[src/rtl/rssi_adaptive_frame_throttle_top_defines.svh]
// Assertion macros for the RSSI frame throttle.
// Used by the top level only; each macro expands to one concurrent assertion.
`ifndef RSSI_ADAPTIVE_FRAME_THROTTLE_TOP_DEFINES_SVH
`define RSSI_ADAPTIVE_FRAME_THROTTLE_TOP_DEFINES_SVH

// A condition that must hold at every clock edge out of reset.
`define RAFT_ASSERT_ALWAYS(lbl, cond, msg) \
  lbl: assert property (@(posedge clk) disable iff (!rst_n) (cond)) else $error(msg);

// A consequence that must hold in the same cycle as its trigger.
`define RAFT_ASSERT_SAME(lbl, ante, cons, msg) \
  lbl: assert property (@(posedge clk) disable iff (!rst_n) (ante) |-> (cons)) \
    else $error(msg);

// A consequence that must hold in the cycle after its trigger.
`define RAFT_ASSERT_NEXT(lbl, ante, cons, msg) \
  lbl: assert property (@(posedge clk) disable iff (!rst_n) (ante) |=> (cons)) \
    else $error(msg);

`endif

[src/rtl/raft_pkg.sv]
// Shared types, constants and helper functions for the RSSI frame throttle.
// No dependencies; the top level refers to it by scoped names.
package raft_pkg;

  // Window store geometry and derived widths.
  localparam int MAX_WINDOW = 8;
  localparam int CNT_W      = $clog2(MAX_WINDOW + 1);
  localparam int HEAD_W     = (MAX_WINDOW > 1) ? $clog2(MAX_WINDOW) : 1;
  localparam int SLOT_W     = CNT_W + 1;
  localparam int SUM_W      = 8 + $clog2(MAX_WINDOW);
  localparam int ALU_W      = SUM_W + 1;
  localparam int BIT_W      = $clog2(SUM_W);

  // Frame counter wraps at this count.
  localparam int CTR_MOD = 24;
  localparam int CTR_W   = 5;

  // Configuration register indexes.
  typedef enum logic [2:0] {
    REG_WINDOW_LENGTH = 3'd0,
    REG_STOP_LEVEL    = 3'd1,
    REG_BAND_EIGHTH   = 3'd2,
    REG_BAND_SIXTH    = 3'd3,
    REG_BAND_QUARTER  = 3'd4,
    REG_BAND_HALF     = 3'd5,
    REG_CONFIGURED    = 3'd6
  } reg_index_t;

  // Configuration reset values.
  localparam logic [3:0]        RST_WINDOW_LENGTH = 4'd3;
  localparam logic signed [7:0] RST_STOP_LEVEL    = -8'sd80;
  localparam logic signed [7:0] RST_BAND_EIGHTH   = -8'sd70;
  localparam logic signed [7:0] RST_BAND_SIXTH    = -8'sd60;
  localparam logic signed [7:0] RST_BAND_QUARTER  = -8'sd50;
  localparam logic signed [7:0] RST_BAND_HALF     = -8'sd40;

  // Result codes.
  typedef enum logic [2:0] {
    VERDICT_SENT       = 3'd0,
    VERDICT_NO_STATION = 3'd1,
    VERDICT_TOO_WEAK   = 3'd2,
    VERDICT_SKIPPED    = 3'd3,
    VERDICT_UNCONFIG   = 3'd4
  } verdict_t;

  // Send periods by band.
  localparam logic [3:0] PERIOD_ONE     = 4'd1;
  localparam logic [3:0] PERIOD_TWO     = 4'd2;
  localparam logic [3:0] PERIOD_FOUR    = 4'd4;
  localparam logic [3:0] PERIOD_SIX     = 4'd6;
  localparam logic [3:0] PERIOD_EIGHT   = 4'd8;

  // Bit positions of the input flags in tuser.
  localparam int TUSER_MODE  = 0;
  localparam int TUSER_FOUND = 1;

  // Window length register clamped to the range of the store.
  function automatic logic [CNT_W-1:0] eff_length(input logic [3:0] wl);
    logic [CNT_W-1:0] l;
    if (wl == 4'd0) begin
      l = CNT_W'(1);
    end else if (int'(wl) > MAX_WINDOW) begin
      l = CNT_W'(MAX_WINDOW);
    end else begin
      l = CNT_W'(wl);
    end
    return l;
  endfunction

  // True when the counter value is a multiple of the period.
  function automatic logic phase_hit(input logic [CTR_W-1:0] c, input logic [3:0] p);
    logic hit;
    unique case (p)
      PERIOD_TWO:   hit = (c[0] == 1'b0);
      PERIOD_FOUR:  hit = (c[1:0] == 2'd0);
      PERIOD_EIGHT: hit = (c[2:0] == 3'd0);
      PERIOD_SIX:   hit = (c == 5'd0) || (c == 5'd6) || (c == 5'd12) || (c == 5'd18);
      default:      hit = 1'b1;
    endcase
    return hit;
  endfunction

endpackage

[src/rtl/rssi_adaptive_frame_throttle_top.sv]
// RSSI frame throttle: sliding-window average of link samples and a frame gate.
// Depends on raft_pkg and on rssi_adaptive_frame_throttle_top_defines.svh.
// A measurement beat runs eleven divide steps on the shared adder, none when the window is
// empty; a frame walks the threshold compares. One beat is in work at a time, the next
// accepted once the result is registered. Reset (rst_n low, synchronous) clears
// bookkeeping and loads register defaults.

`include "rssi_adaptive_frame_throttle_top_defines.svh"

module rssi_adaptive_frame_throttle_top (
  input  logic        clk,
  input  logic        rst_n,
  // Input beats.
  input  logic        in_tvalid,
  output logic        in_tready,
  input  logic [7:0]  in_tdata,   // [7:0] rssi_sample
  input  logic [1:0]  in_tuser,   // [0] mode, [1] sample_found
  // Result beats.
  output logic        out_tvalid,
  input  logic        out_tready,
  // [0] send_frame, [3:1] verdict, [11:4] average_rssi, [12] have_average,
  // [16:13] send_period, [23:17] zero
  output logic [23:0] out_tdata,
  // Configuration writes.
  input  logic        cfg_valid,
  output logic        cfg_ready,
  input  logic [2:0]  cfg_index,
  input  logic [7:0]  cfg_data
);

  localparam int CNT_W  = raft_pkg::CNT_W;
  localparam int HEAD_W = raft_pkg::HEAD_W;
  localparam int SLOT_W = raft_pkg::SLOT_W;
  localparam int SUM_W  = raft_pkg::SUM_W;
  localparam int ALU_W  = raft_pkg::ALU_W;
  localparam int BIT_W  = raft_pkg::BIT_W;
  localparam int CTR_W  = raft_pkg::CTR_W;

  typedef enum logic [3:0] {
    ST_IDLE, ST_PUSH, ST_ADD, ST_DROP, ST_MAG, ST_DIV, ST_SIGN, ST_CMP, ST_COUNT, ST_FIN
  } state_t;

  typedef enum logic [2:0] {
    CMP_STOP, CMP_EIGHTH, CMP_SIXTH, CMP_QUARTER, CMP_HALF
  } cmp_step_t;

  state_t    state_r, state_nxt;
  cmp_step_t cmp_r, cmp_nxt;

  // Configuration registers.
  logic [3:0]        wlen_r;
  logic signed [7:0] stop_r, eighth_r, sixth_r, quarter_r, half_r;
  logic              configured_r;

  // Window bookkeeping and working registers.
  logic [7:0]              win_r [raft_pkg::MAX_WINDOW];
  logic [CNT_W-1:0]        count_r, count_nxt;
  logic [HEAD_W-1:0]       head_r, head_nxt;
  logic signed [SUM_W-1:0] sum_r, sum_nxt;
  logic signed [7:0]       avg_r, avg_nxt;
  logic [CTR_W-1:0]        ctr_r, ctr_nxt;
  logic signed [7:0]       sample_r, sample_nxt;
  logic [SUM_W-1:0]        dvd_r, dvd_nxt;
  logic [CNT_W-1:0]        rem_r, rem_nxt;
  logic [BIT_W-1:0]        bit_r, bit_nxt;
  raft_pkg::verdict_t      verdict_r, verdict_nxt;
  logic [3:0]              period_r, period_nxt;
  logic                    send_r, send_nxt;

  // Output register.
  logic                    out_valid_r, out_valid_nxt;
  logic                    o_send_r, o_send_nxt;
  raft_pkg::verdict_t      o_verdict_r, o_verdict_nxt;
  logic signed [7:0]       o_avg_r, o_avg_nxt;
  logic                    o_have_r, o_have_nxt;
  logic [3:0]              o_period_r, o_period_nxt;

  // Window write port.
  logic                    win_we;
  logic [HEAD_W-1:0]       win_waddr;
  logic [7:0]              win_rd;

  // Shared adder/subtractor.
  logic [ALU_W-1:0]        alu_a, alu_b, alu_res;
  logic                    alu_sub;

  logic [HEAD_W-1:0]       head_inc;
  logic [SLOT_W-1:0]       slot_sum;
  logic [HEAD_W-1:0]       wr_slot;
  logic [CNT_W-1:0]        eff_len;
  logic signed [7:0]       cmp_thr;
  logic                    alu_neg;
  logic [CNT_W:0]          div_shift;
  logic [CTR_W-1:0]        ctr_inc;

  assign alu_res = alu_a + (alu_sub ? ~alu_b : alu_b) + ALU_W'(alu_sub);
  assign alu_neg = alu_res[ALU_W-1];

  // Head advance and write slot, both modulo the store depth.
  assign head_inc = (int'(head_r) == raft_pkg::MAX_WINDOW - 1) ? '0 : head_r + HEAD_W'(1);
  assign slot_sum = SLOT_W'(head_r) + SLOT_W'(count_r);
  assign wr_slot  = (slot_sum >= SLOT_W'(raft_pkg::MAX_WINDOW))
                    ? HEAD_W'(slot_sum - SLOT_W'(raft_pkg::MAX_WINDOW))
                    : HEAD_W'(slot_sum);
  assign win_rd   = win_r[head_r];
  assign eff_len  = raft_pkg::eff_length(wlen_r);

  assign div_shift = {rem_r, dvd_r[SUM_W-1]};
  assign ctr_inc   = (int'(ctr_r) == raft_pkg::CTR_MOD - 1) ? '0 : ctr_r + CTR_W'(1);

  // Threshold for the current compare step.
  always_comb begin
    unique case (cmp_r)
      CMP_STOP:    cmp_thr = stop_r;
      CMP_EIGHTH:  cmp_thr = eighth_r;
      CMP_SIXTH:   cmp_thr = sixth_r;
      CMP_QUARTER: cmp_thr = quarter_r;
      default:     cmp_thr = half_r;
    endcase
  end

  // Sequencer.
  always_comb begin
    state_nxt     = state_r;
    cmp_nxt       = cmp_r;
    count_nxt     = count_r;
    head_nxt      = head_r;
    sum_nxt       = sum_r;
    avg_nxt       = avg_r;
    ctr_nxt       = ctr_r;
    sample_nxt    = sample_r;
    dvd_nxt       = dvd_r;
    rem_nxt       = rem_r;
    bit_nxt       = bit_r;
    verdict_nxt   = verdict_r;
    period_nxt    = period_r;
    send_nxt      = send_r;
    out_valid_nxt = out_valid_r & ~out_tready;
    o_send_nxt    = o_send_r;
    o_verdict_nxt = o_verdict_r;
    o_avg_nxt     = o_avg_r;
    o_have_nxt    = o_have_r;
    o_period_nxt  = o_period_r;
    win_we        = 1'b0;
    win_waddr     = head_r;
    alu_a         = '0;
    alu_b         = '0;
    alu_sub       = 1'b0;

    unique case (state_r)
      ST_IDLE: begin
        if (in_tvalid) begin
          sample_nxt = $signed(in_tdata);
          period_nxt = raft_pkg::PERIOD_ONE;
          send_nxt   = 1'b0;
          if (!in_tuser[raft_pkg::TUSER_MODE]) begin
            verdict_nxt = raft_pkg::VERDICT_UNCONFIG;
            state_nxt   = in_tuser[raft_pkg::TUSER_FOUND] ? ST_PUSH : ST_MAG;
          end else if (count_r == '0) begin
            verdict_nxt = raft_pkg::VERDICT_NO_STATION;
            state_nxt   = ST_FIN;
          end else begin
            cmp_nxt   = CMP_STOP;
            state_nxt = ST_CMP;
          end
        end
      end

      // Store the sample; a full store first gives up its oldest entry.
      ST_PUSH: begin
        win_we = 1'b1;
        alu_a  = ALU_W'(sum_r);
        if (int'(count_r) == raft_pkg::MAX_WINDOW) begin
          win_waddr = head_r;
          alu_b     = ALU_W'($signed(win_rd));
          alu_sub   = 1'b1;
          sum_nxt   = $signed(alu_res[SUM_W-1:0]);
          head_nxt  = head_inc;
          state_nxt = ST_ADD;
        end else begin
          win_waddr = wr_slot;
          alu_b     = ALU_W'(sample_r);
          sum_nxt   = $signed(alu_res[SUM_W-1:0]);
          count_nxt = count_r + CNT_W'(1);
          state_nxt = (count_r >= eff_len) ? ST_DROP : ST_MAG;
        end
      end

      ST_ADD: begin
        alu_a     = ALU_W'(sum_r);
        alu_b     = ALU_W'(sample_r);
        sum_nxt   = $signed(alu_res[SUM_W-1:0]);
        state_nxt = ST_MAG;
      end

      // Window longer than the set length: drop the oldest sample.
      ST_DROP: begin
        alu_a     = ALU_W'(sum_r);
        alu_b     = ALU_W'($signed(win_rd));
        alu_sub   = 1'b1;
        sum_nxt   = $signed(alu_res[SUM_W-1:0]);
        head_nxt  = head_inc;
        count_nxt = count_r - CNT_W'(1);
        state_nxt = ST_MAG;
      end

      // Load the magnitude of the sum as the dividend; an empty window gives an average of zero.
      ST_MAG: begin
        if (count_r == '0) begin
          avg_nxt   = '0;
          state_nxt = ST_FIN;
        end else begin
          alu_b     = ALU_W'(sum_r);
          alu_sub   = 1'b1;
          dvd_nxt   = sum_r[SUM_W-1] ? alu_res[SUM_W-1:0] : sum_r;
          rem_nxt   = '0;
          bit_nxt   = BIT_W'(SUM_W - 1);
          state_nxt = ST_DIV;
        end
      end

      // One restoring divide step per cycle; quotient bits shift into the dividend.
      ST_DIV: begin
        alu_a   = ALU_W'(div_shift);
        alu_b   = ALU_W'(count_r);
        alu_sub = 1'b1;
        if (!alu_neg) begin
          rem_nxt = alu_res[CNT_W-1:0];
          dvd_nxt = {dvd_r[SUM_W-2:0], 1'b1};
        end else begin
          rem_nxt = div_shift[CNT_W-1:0];
          dvd_nxt = {dvd_r[SUM_W-2:0], 1'b0};
        end
        if (bit_r == '0) begin
          state_nxt = ST_SIGN;
        end else begin
          bit_nxt = bit_r - BIT_W'(1);
        end
      end

      // Restore the sign; truncation toward zero follows from dividing magnitudes.
      ST_SIGN: begin
        alu_b     = ALU_W'(dvd_r);
        alu_sub   = 1'b1;
        avg_nxt   = sum_r[SUM_W-1] ? $signed(alu_res[7:0]) : $signed(dvd_r[7:0]);
        state_nxt = ST_FIN;
      end

      // Stop level first, then the bands in order; the first match wins.
      ST_CMP: begin
        alu_a   = ALU_W'(avg_r);
        alu_b   = ALU_W'(cmp_thr);
        alu_sub = 1'b1;
        unique case (cmp_r)
          CMP_STOP: begin
            if (alu_neg) begin
              verdict_nxt = raft_pkg::VERDICT_TOO_WEAK;
              state_nxt   = ST_FIN;
            end else begin
              cmp_nxt = CMP_EIGHTH;
            end
          end
          CMP_EIGHTH: begin
            if (alu_neg) begin
              period_nxt = raft_pkg::PERIOD_EIGHT;
              state_nxt  = ST_COUNT;
            end else begin
              cmp_nxt = CMP_SIXTH;
            end
          end
          CMP_SIXTH: begin
            if (alu_neg) begin
              period_nxt = raft_pkg::PERIOD_SIX;
              state_nxt  = ST_COUNT;
            end else begin
              cmp_nxt = CMP_QUARTER;
            end
          end
          CMP_QUARTER: begin
            if (alu_neg) begin
              period_nxt = raft_pkg::PERIOD_FOUR;
              state_nxt  = ST_COUNT;
            end else begin
              cmp_nxt = CMP_HALF;
            end
          end
          default: begin
            period_nxt = alu_neg ? raft_pkg::PERIOD_TWO : raft_pkg::PERIOD_ONE;
            state_nxt  = ST_COUNT;
          end
        endcase
      end

      // Advance the frame counter and apply the period and configured checks.
      ST_COUNT: begin
        ctr_nxt = ctr_inc;
        if (!raft_pkg::phase_hit(ctr_inc, period_r)) begin
          verdict_nxt = raft_pkg::VERDICT_SKIPPED;
        end else if (!configured_r) begin
          verdict_nxt = raft_pkg::VERDICT_UNCONFIG;
        end else begin
          verdict_nxt = raft_pkg::VERDICT_SENT;
          send_nxt    = 1'b1;
        end
        state_nxt = ST_FIN;
      end

      // Hand the result to the output register once it is free.
      ST_FIN: begin
        if (!out_valid_r || out_tready) begin
          out_valid_nxt = 1'b1;
          o_send_nxt    = send_r;
          o_verdict_nxt = verdict_r;
          o_avg_nxt     = avg_r;
          o_have_nxt    = (count_r != '0);
          o_period_nxt  = period_r;
          state_nxt     = ST_IDLE;
        end
      end

      default: state_nxt = ST_IDLE;
    endcase
  end

  // State, bookkeeping, configuration and output registers.
  always_ff @(posedge clk) begin
    if (!rst_n) begin
      state_r      <= ST_IDLE;
      cmp_r        <= CMP_STOP;
      count_r      <= '0;
      head_r       <= '0;
      sum_r        <= '0;
      avg_r        <= '0;
      ctr_r        <= '0;
      out_valid_r  <= 1'b0;
      wlen_r       <= raft_pkg::RST_WINDOW_LENGTH;
      stop_r       <= raft_pkg::RST_STOP_LEVEL;
      eighth_r     <= raft_pkg::RST_BAND_EIGHTH;
      sixth_r      <= raft_pkg::RST_BAND_SIXTH;
      quarter_r    <= raft_pkg::RST_BAND_QUARTER;
      half_r       <= raft_pkg::RST_BAND_HALF;
      configured_r <= 1'b0;
    end else begin
      state_r     <= state_nxt;
      cmp_r       <= cmp_nxt;
      count_r     <= count_nxt;
      head_r      <= head_nxt;
      sum_r       <= sum_nxt;
      avg_r       <= avg_nxt;
      ctr_r       <= ctr_nxt;
      out_valid_r <= out_valid_nxt;
      if (cfg_valid) begin
        unique case (cfg_index)
          raft_pkg::REG_WINDOW_LENGTH: wlen_r       <= cfg_data[3:0];
          raft_pkg::REG_STOP_LEVEL:    stop_r       <= $signed(cfg_data);
          raft_pkg::REG_BAND_EIGHTH:   eighth_r     <= $signed(cfg_data);
          raft_pkg::REG_BAND_SIXTH:    sixth_r      <= $signed(cfg_data);
          raft_pkg::REG_BAND_QUARTER:  quarter_r    <= $signed(cfg_data);
          raft_pkg::REG_BAND_HALF:     half_r       <= $signed(cfg_data);
          raft_pkg::REG_CONFIGURED:    configured_r <= cfg_data[0];
          default: ;
        endcase
      end
    end
  end

  // Payload registers: no reset needed.
  always_ff @(posedge clk) begin
    sample_r    <= sample_nxt;
    dvd_r       <= dvd_nxt;
    rem_r       <= rem_nxt;
    bit_r       <= bit_nxt;
    verdict_r   <= verdict_nxt;
    period_r    <= period_nxt;
    send_r      <= send_nxt;
    o_send_r    <= o_send_nxt;
    o_verdict_r <= o_verdict_nxt;
    o_avg_r     <= o_avg_nxt;
    o_have_r    <= o_have_nxt;
    o_period_r  <= o_period_nxt;
    if (win_we) begin
      win_r[win_waddr] <= sample_r;
    end
  end

  assign in_tready  = (state_r == ST_IDLE);
  assign cfg_ready  = 1'b1;
  assign out_tvalid = out_valid_r;
  assign out_tdata  = {7'b0, o_period_r, o_have_r, o_avg_r, o_verdict_r, o_send_r};

  // Checks on the window bookkeeping and the sequencer.
  `RAFT_ASSERT_ALWAYS(a_count_bound, int'(count_r) <= raft_pkg::MAX_WINDOW, "window count overflow")
  `RAFT_ASSERT_SAME(a_empty_sum, count_r == '0, sum_r == '0, "empty window with nonzero sum")
  `RAFT_ASSERT_NEXT(a_busy_after_accept, in_tvalid && in_tready, !in_tready, "ready while busy")
  `RAFT_ASSERT_SAME(a_send_verdict, out_valid_r && o_send_r, o_verdict_r == raft_pkg::VERDICT_SENT, "send without sent verdict")

endmodule
[config.mk]
export PLATFORM = sky130hd
export DESIGN_NAME = rssi_adaptive_frame_throttle_top
export DESIGN_NICKNAME = d
export VERILOG_FILES = /design/src/rtl/raft_pkg.sv /design/src/rtl/rssi_adaptive_frame_throttle_top.sv
export VERILOG_INCLUDE_DIRS = /design/src /design/src/rtl
export SDC_FILE = /design/constraint.sdc
export NUM_CORES = 1
export LEC_CHECK = 0
export BUFFER_PORTS_ARGS = -buffer_cell sky130_fd_sc_hd__clkbuf_2
export CORE_ASPECT_RATIO = 1.2
export CORE_UTILIZATION = 45
export DETAILED_ROUTE_END_ITERATION = 8
export PLACE_DENSITY_LB_ADDON = 0.25
export SYNTH_ARGS = -nofsm -noshare
export SYNTH_HDL_FRONTEND = slang
export SYNTH_SLANG_ARGS = --single-unit
[constraint.sdc]
create_clock -name clk -period 5.7 [get_ports clk]
set_input_delay 1.425 -clock clk [delete_from_list [all_inputs] [get_ports clk]]
set_output_delay 1.425 -clock clk [all_outputs]
set_load 0.02 [all_outputs]
# Word-level counts from Yosys, hierarchy flattened
# Memories as Yosys holds them, arrays and structs flattened. A register that Yosys moved wholly into a read port is not among the register bits.
# Cells that the tools add are included.
[word_totals] in_bits=26 reg_bits=136 elab_cells=225 n_memories=1 latchBits=0 mem_bits_rw=64 romBits=0
[op_classes] div_mod_pow=0 bitwise_logic=4 shifts=0 addsub=9 n_reduce_logical=45 magnitude_cmp=3 n_mul=0 n_eq_ne=54 n_mux=82
[memory_table] memory="win_r" words=8 word_bits=8 rd=1 rd_ports_with_merged_regs=1 wr=1 line="rssi_adaptive_frame_throttle_top.sv:56" rtl="logic [7:0] win_r [raft_pkg::MAX_WINDOW];"
[op_table] cell="$pmux 12 s7" n=1
[op_table] cell="$mux 3" n=24
[op_table] cell="$mux 4" n=18
[op_table] cell="$pmux 4 s2" n=5
[op_table] cell="$mux 12" n=3
[op_table] cell="$pmux 12 s3" n=1
[op_table] cell="$pmux 4 s8" n=1
[op_table] cell="$pmux 8 s4" n=1
[op_table] cell="$ne 3x3->1 const B" n=9
[op_table] cell="$ne 2x2->1 const B" n=13
[op_table] cell="$reduce_and 2->1" n=13
[op_table] cell="$eq 4x3->1 const B" n=6
[op_table] cell="$mux 11" n=2
[op_table] cell="$pmux 11 s2" n=1
[op_table] cell="$eq 4x4->1 const B" n=4
[op_table] cell="$logic_not 4->1" n=4
[op_table] cell="$mux 8" n=2
[op_table] cell="$pmux 4 s4" n=1
[op_table] cell="$pmux 8 s2" n=1
[op_table] cell="$add 12x1->12" n=1
[op_table] cell="$add 12x12->12" n=1
[op_table] cell="$eq 3x2->1 const B" n=4
[op_table] cell="$eq 4x2->1 const B" n=3
[op_table] cell="$mux 1" n=12
[op_table] cell="other kinds (45)" n=66

# Longest topological paths before layout
[logic_depth] word_depth=10 mapped_depth=19

# Worst setup path after synthesis
# OpenSTA, ideal clock, no wires.
[synth_timing] path_kind="reg-to-reg" from="register with a tool-made name" to="register period_r[0] (enable)" slack_ns=0.909 n_path_buf=4 t_required_ns=5.365 t_arrival_ns=4.456 stages_incl_launch_ff=20 cell_sequence="dfxtp_1 > clkbuf_1 > buf_1 > mux4_2 > mux2i_1 > nor2_1 > a221oi_1 > o21ai_0 > o21ai_0 > ha_1 > clkbuf_1 > inv_1 > o21ai_0 > a21o_1 > a211oi_1 > o31ai_1 > or3_2 > and2_4 > buf_6 > o311ai_4"
[synth_lines] element="end signal, assigned" line="rssi_adaptive_frame_throttle_top.sv:374" rtl="period_r <= period_nxt;"
[synth_lines] element="end, declared" line="rssi_adaptive_frame_throttle_top.sv:67" rtl="logic [3:0] period_r, period_nxt;"

# Worst setup path in the final report
[layout_timing] from="register count_r[1]" to="register period_r[2] (enable)"
[layout_between] elab_chain_len=9 elab_cells_between_ends=16 classes_between="2 x add/sub; 4 x eq/ne; 7 x mux; 1 x bitwise; 2 x reduce/logical"
[layout_lines] element="start, declared" line="rssi_adaptive_frame_throttle_top.sv:57" rtl="logic [CNT_W-1:0] count_r, count_nxt;"
[layout_lines] element="start signal, assigned" line="rssi_adaptive_frame_throttle_top.sv:346" rtl="count_r <= count_nxt;"
[layout_lines] element="$eq 4x4->1 or $logic_not 4->1 (tied branches)" line="rssi_adaptive_frame_throttle_top.sv:173, rssi_adaptive_frame_throttle_top.sv:209"
[layout_lines] element="$mux 12, on equally long branches" line="rssi_adaptive_frame_throttle_top.sv:173, rssi_adaptive_frame_throttle_top.sv:209"
[layout_lines] element="$pmux 12 s7" line="rssi_adaptive_frame_throttle_top.sv:150" rtl="unique case (state_r)"
[layout_lines] element="$not 12->12" line="rssi_adaptive_frame_throttle_top.sv:96" rtl="assign alu_res = alu_a + (alu_sub ? ~alu_b : alu_b) + ALU_W'(alu_sub);"
[layout_lines] element="$mux 12" line="rssi_adaptive_frame_throttle_top.sv:96"
[layout_lines] element="$add 12x12->12" line="rssi_adaptive_frame_throttle_top.sv:96"
[layout_lines] element="$add 12x1->12 (*)" line="rssi_adaptive_frame_throttle_top.sv:96"
[layout_lines] element="$ne 3x3->1 (no source line)"
[layout_lines] element="$reduce_and 6->1 (no source line) (*)"
# Every way passes the cells marked *; elsewhere a longest branch is shown, timed or not.
# A chain may end at the register's enable or synchronous reset.

==> metrics.log <==
INFO  metric worstPathRequired = 5880 ps
INFO  metric fmax = slightly above 0.2 GHz
INFO  metric rows = a little under 60
INFO  metric grt_start_max_net_pins = 55
INFO  metric finalCriticalPeriod = 4900 ps
INFO  metric netlist_top_cells_area = edfxtp_1 35%, dfxtp_1 17%, nand2_1 6.4%, mux4_2 5.4%, mux2i_1 3.2%
INFO  metric clk-insertion-delay-late = 510 ps
INFO  metric commonest_non_fill_non_tap_cell_in_the_layout = nand2_1
INFO  metric endpoints_failing_setup = 0
INFO  metric gpl.final_weighted_congestion = 0.908
INFO  metric flow.area_growth_from_synthesis = 10.5%
INFO  metric post_synth_instance_area = 0.0100 mm²
INFO  metric run_status = finished, violations left
INFO  metric final-seq-area = around 0.0052 mm²
INFO  metric clkSinkCount = slightly above 200
INFO  metric failing_checks = design-rule violations
INFO  metric top_layer_used = met4
INFO  metric worst_slew_margin_rel = 0.174
INFO  metric num_vias = about 7500
INFO  metric critical_path.endpoint_type = flip-flop
INFO  metric cts.repair_timing.setup_buffer_count = 0
INFO  metric antenna_diode_count = 0
INFO  metric hp-class = reg2reg
INFO  metric numCtsBuffers = 21
INFO  metric detail_route.first_pass.iterations = 7
INFO  metric vdd.ir_drop.worst = 0.308 mV
INFO  metric report.final.slew_viol_count = 0
INFO  metric drt_iter0_drc = 699
INFO  metric yosys_most_used_dff = edfxtp_1
INFO  metric dp_hpwl = 17800 µm
INFO  metric grt_setup_unrepaired = no
INFO  metric number_of_synthesized_flops_with_an_enable_pin = ~120
INFO  metric grt_util_overall = 0.225
INFO  metric timing.rr.end = period_r[2]$_SDFFCE_PN0P_
INFO  metric cp-endpoint = period_r[2]$_SDFFCE_PN0P_
INFO  metric drive_gt1_frac = 0.134
INFO  metric yosysTopAreaCell = edfxtp_1
INFO  metric cts-root-buf = clkbuf_16
INFO  metric grt_remaining_overflow = 0
INFO  metric timing.final.crit_share = 0.859
INFO  metric max_cap_viols = 0
INFO  metric multi_input_comb_area = 0.00445 mm²
INFO  metric routed-wl-met2 = 12300 µm
INFO  metric ctsLongestPathBuffers = 3
INFO  metric cts_h_tree_depth = 1
INFO  metric post_synth_inst_count = 961
INFO  metric floorplan.io_pins = 53
INFO  metric final_cell_mix = 171 x nand2_1, 116 x edfxtp_1, 87 x dfxtp_1
INFO  metric r2r.worst_path.cells = 12
INFO  metric grt_first_pass_wirelength = ~40000 µm
INFO  metric synth_area_per_cell = 10.4 µm²
INFO  metric cp-start-kind = flip-flop
INFO  metric vias_per_cell = 5.85
INFO  metric ys_warn_count = 0
INFO  metric finalInstanceArea = 0.0111 mm²
INFO  metric drc_errors = 10
INFO  metric cts_tree = done
INFO  metric finalHoldViolCount = 0
INFO  metric totalWireLength = 25300 µm
INFO  metric detail_route.wirelength.met1 = 10700 µm
INFO  metric setup-tns-final = 0 ps
INFO  metric synth_top_area_frac = 0.348
INFO  metric worst-endpoint-arrival = between 5000 and 6000 ps
INFO  metric fin_nets = 1036
INFO  metric placed_cell_areas = ~0.010 mm²
INFO  metric fraction_of_registers_with_async_set_reset = 0
INFO  metric holdBufCountCts = 0
INFO  metric final.fill_count = 1962
INFO  metric avgRoutedWirePerCell = 19.9 µm
INFO  metric regToRegStartpoint = count_r[1]$_SDFFE_PN0P_
INFO  metric floorplan_die_area = 0.0229 mm²
INFO  metric yosysUniqueCellTypes = 74
INFO  metric cts.clk_slew.worst_paths = 60 ps
INFO  metric crit_path_class = reg2reg
INFO  metric port-buffer-count = 44
INFO  metric via_count_of_the_first_global_routing_pass = 7065
INFO  metric ys_seq_area_frac = 0.522
INFO  metric fin_worst_skew = 9.27 ps
INFO  metric coreArea = 0.0218 mm²
INFO  metric reg2reg_setup_slack = between 800 and 900 ps
INFO  metric crit_path_max_fanout = 10
INFO  metric startpoint = count_r[1]$_SDFFE_PN0P_
INFO  metric worst_slew_pin_slew = 1230 ps
INFO  metric drt.antenna.violating_nets = 0
INFO  metric cts_resized = 0
INFO  metric powerDensity = 409 mW/mm²
INFO  metric antenna_found_initial = 0
INFO  metric wl_met3 = 1360 µm
INFO  metric fp.dieW = 138 µm
INFO  metric power.leakage = between 4 and 5 nW
INFO  metric chipHeight = roughly 170 µm
INFO  metric synth.ff_latch_count = between 200 and 250
INFO  metric start_util = 0.460
-- final cells by class --
type,instances,area share
clock buffer,28,0.0498
clock inverter,10,0.00915
inverter,26,0.00881
multi-input combinational,679,0.402
sequential,203,0.472
tap,274,0.0310
timing repair buffer,55,0.0273
-- synthesized netlist by cell type, types with 7 or more instances --
| library cell | count |
|---|---|
| a22oi_1 | 11 |
| a21o_1 | 9 |
| mux2i_1 | 32 |
| o21ai_0 | 43 |
| inv_1 | 23 |
| a21oi_1 | 61 |
| dfxtp_1 | 87 |
| edfxtp_1 | 116 |
| nand3_1 | 42 |
| clkbuf_1 | 40 |
| a211oi_1 | 8 |
| buf_4 | 10 |
| nor3_1 | 21 |
| xor2_1 | 10 |
| nand2_1 | 171 |
| a22o_1 | 7 |
| ha_1 | 21 |
| nor2_1 | 73 |
| nor3b_1 | 9 |
| mux4_2 | 24 |
| xnor2_1 | 10 |
| nor2b_1 | 10 |
| nand2b_1 | 9 |
-- worst min path at each step --
stage / startpoint / to / slack, ps / cells past startpoint
6_report: verdict_r[2]$_DFFE_PP_ / o_verdict_r[2]$_DFFE_PP_ / 420 / 0
3_5_place_dp: verdict_r[2]$_DFFE_PP_ / o_verdict_r[2]$_DFFE_PP_ / 410 / 0
3_3_place_gp: send_r$_DFFE_PP_ / o_send_r$_DFFE_PP_ / 400 / 0
5_1_grt: verdict_r[2]$_DFFE_PP_ / o_verdict_r[2]$_DFFE_PP_ / 430 / 0
4_1_cts: verdict_r[2]$_DFFE_PP_ / o_verdict_r[2]$_DFFE_PP_ / 420 / 0
2_1_floorplan: send_r$_DFFE_PP_ / o_send_r$_DFFE_PP_ / 400 / 0
-- state kept, by name (all words and copies together) (netlist names), 5 cells and up, named ones only --
| register | count |
|---|---|
| eighth_r | 8 |
| stop_r | 8 |
| sixth_r | 8 |
| avg_r | 8 |
| ctr_r | 5 |
| o_avg_r | 8 |
| quarter_r | 8 |
| sum_r | 11 |
| win_r | 64 |
| sample_r | 8 |
| dvd_r | 11 |
| half_r | 8 |
-- where the power goes --
group | switching [mW] | internal [mW] | total [mW] | leakage [nW]
clock network | 0.564 | 0.773 | 1.34 | 0.323
registers | 0.191 | 1.79 | 1.98 | 1.76
logic | 0.793 | 0.425 | 1.22 | 2.02
total | 1.55 | 2.98 | 4.53 | 4.10
-- per-layer routing --
metal  track usage  vias to the layer above
met4         0.104                        0
met2         0.385                      240
met1         0.285                     3615
met3        0.0300                       64
met5             0                        -
li1              -                     3534
-- metrics by stage --
stage | total power [mW] | hold WS, ps | util | setup slack [ps] | instances
2_1_floorplan | 2.84 | 400 | - | 909 | 967
3_3_place_gp | 3.20 | 403 | 0.478 | 928 | 1237
3_5_place_dp | 3.21 | 408 | 0.478 | 934 | 1237
4_1_cts | 4.55 | 422 | 0.508 | 914 | 1275
5_1_grt | 4.75 | 428 | 0.508 | 522 | 1275
6_report | 4.53 | 421 | 0.508 | 801 | 1275
-- cell families after synthesis --
logic type,count (synthesis),share of synthesized area
other,2,0.000750
muxes,62,0.0927
buffers and inverters,85,0.0378
adders and majority gates,25,0.0332
and+or+nand+nor,371,0.168
DFF,203,0.522
xor gates and xnor gates,20,0.0175
AOI/OAI and AO/OA,193,0.128
-- worst max-delay path, stage by stage, from the launching register on --
cell and delay, ps:
dfxtp_1 450, or4b_1 750, a311oi_1 860, o21ai_0 230
o21ai_0 310, ha_1 350, nand3_1 140, inv_1 50
o211ai_1 140, a311oi_2 180, or3_2 510, and2_4 250
o311ai_4 340
(Power assumes the default switching activity.)
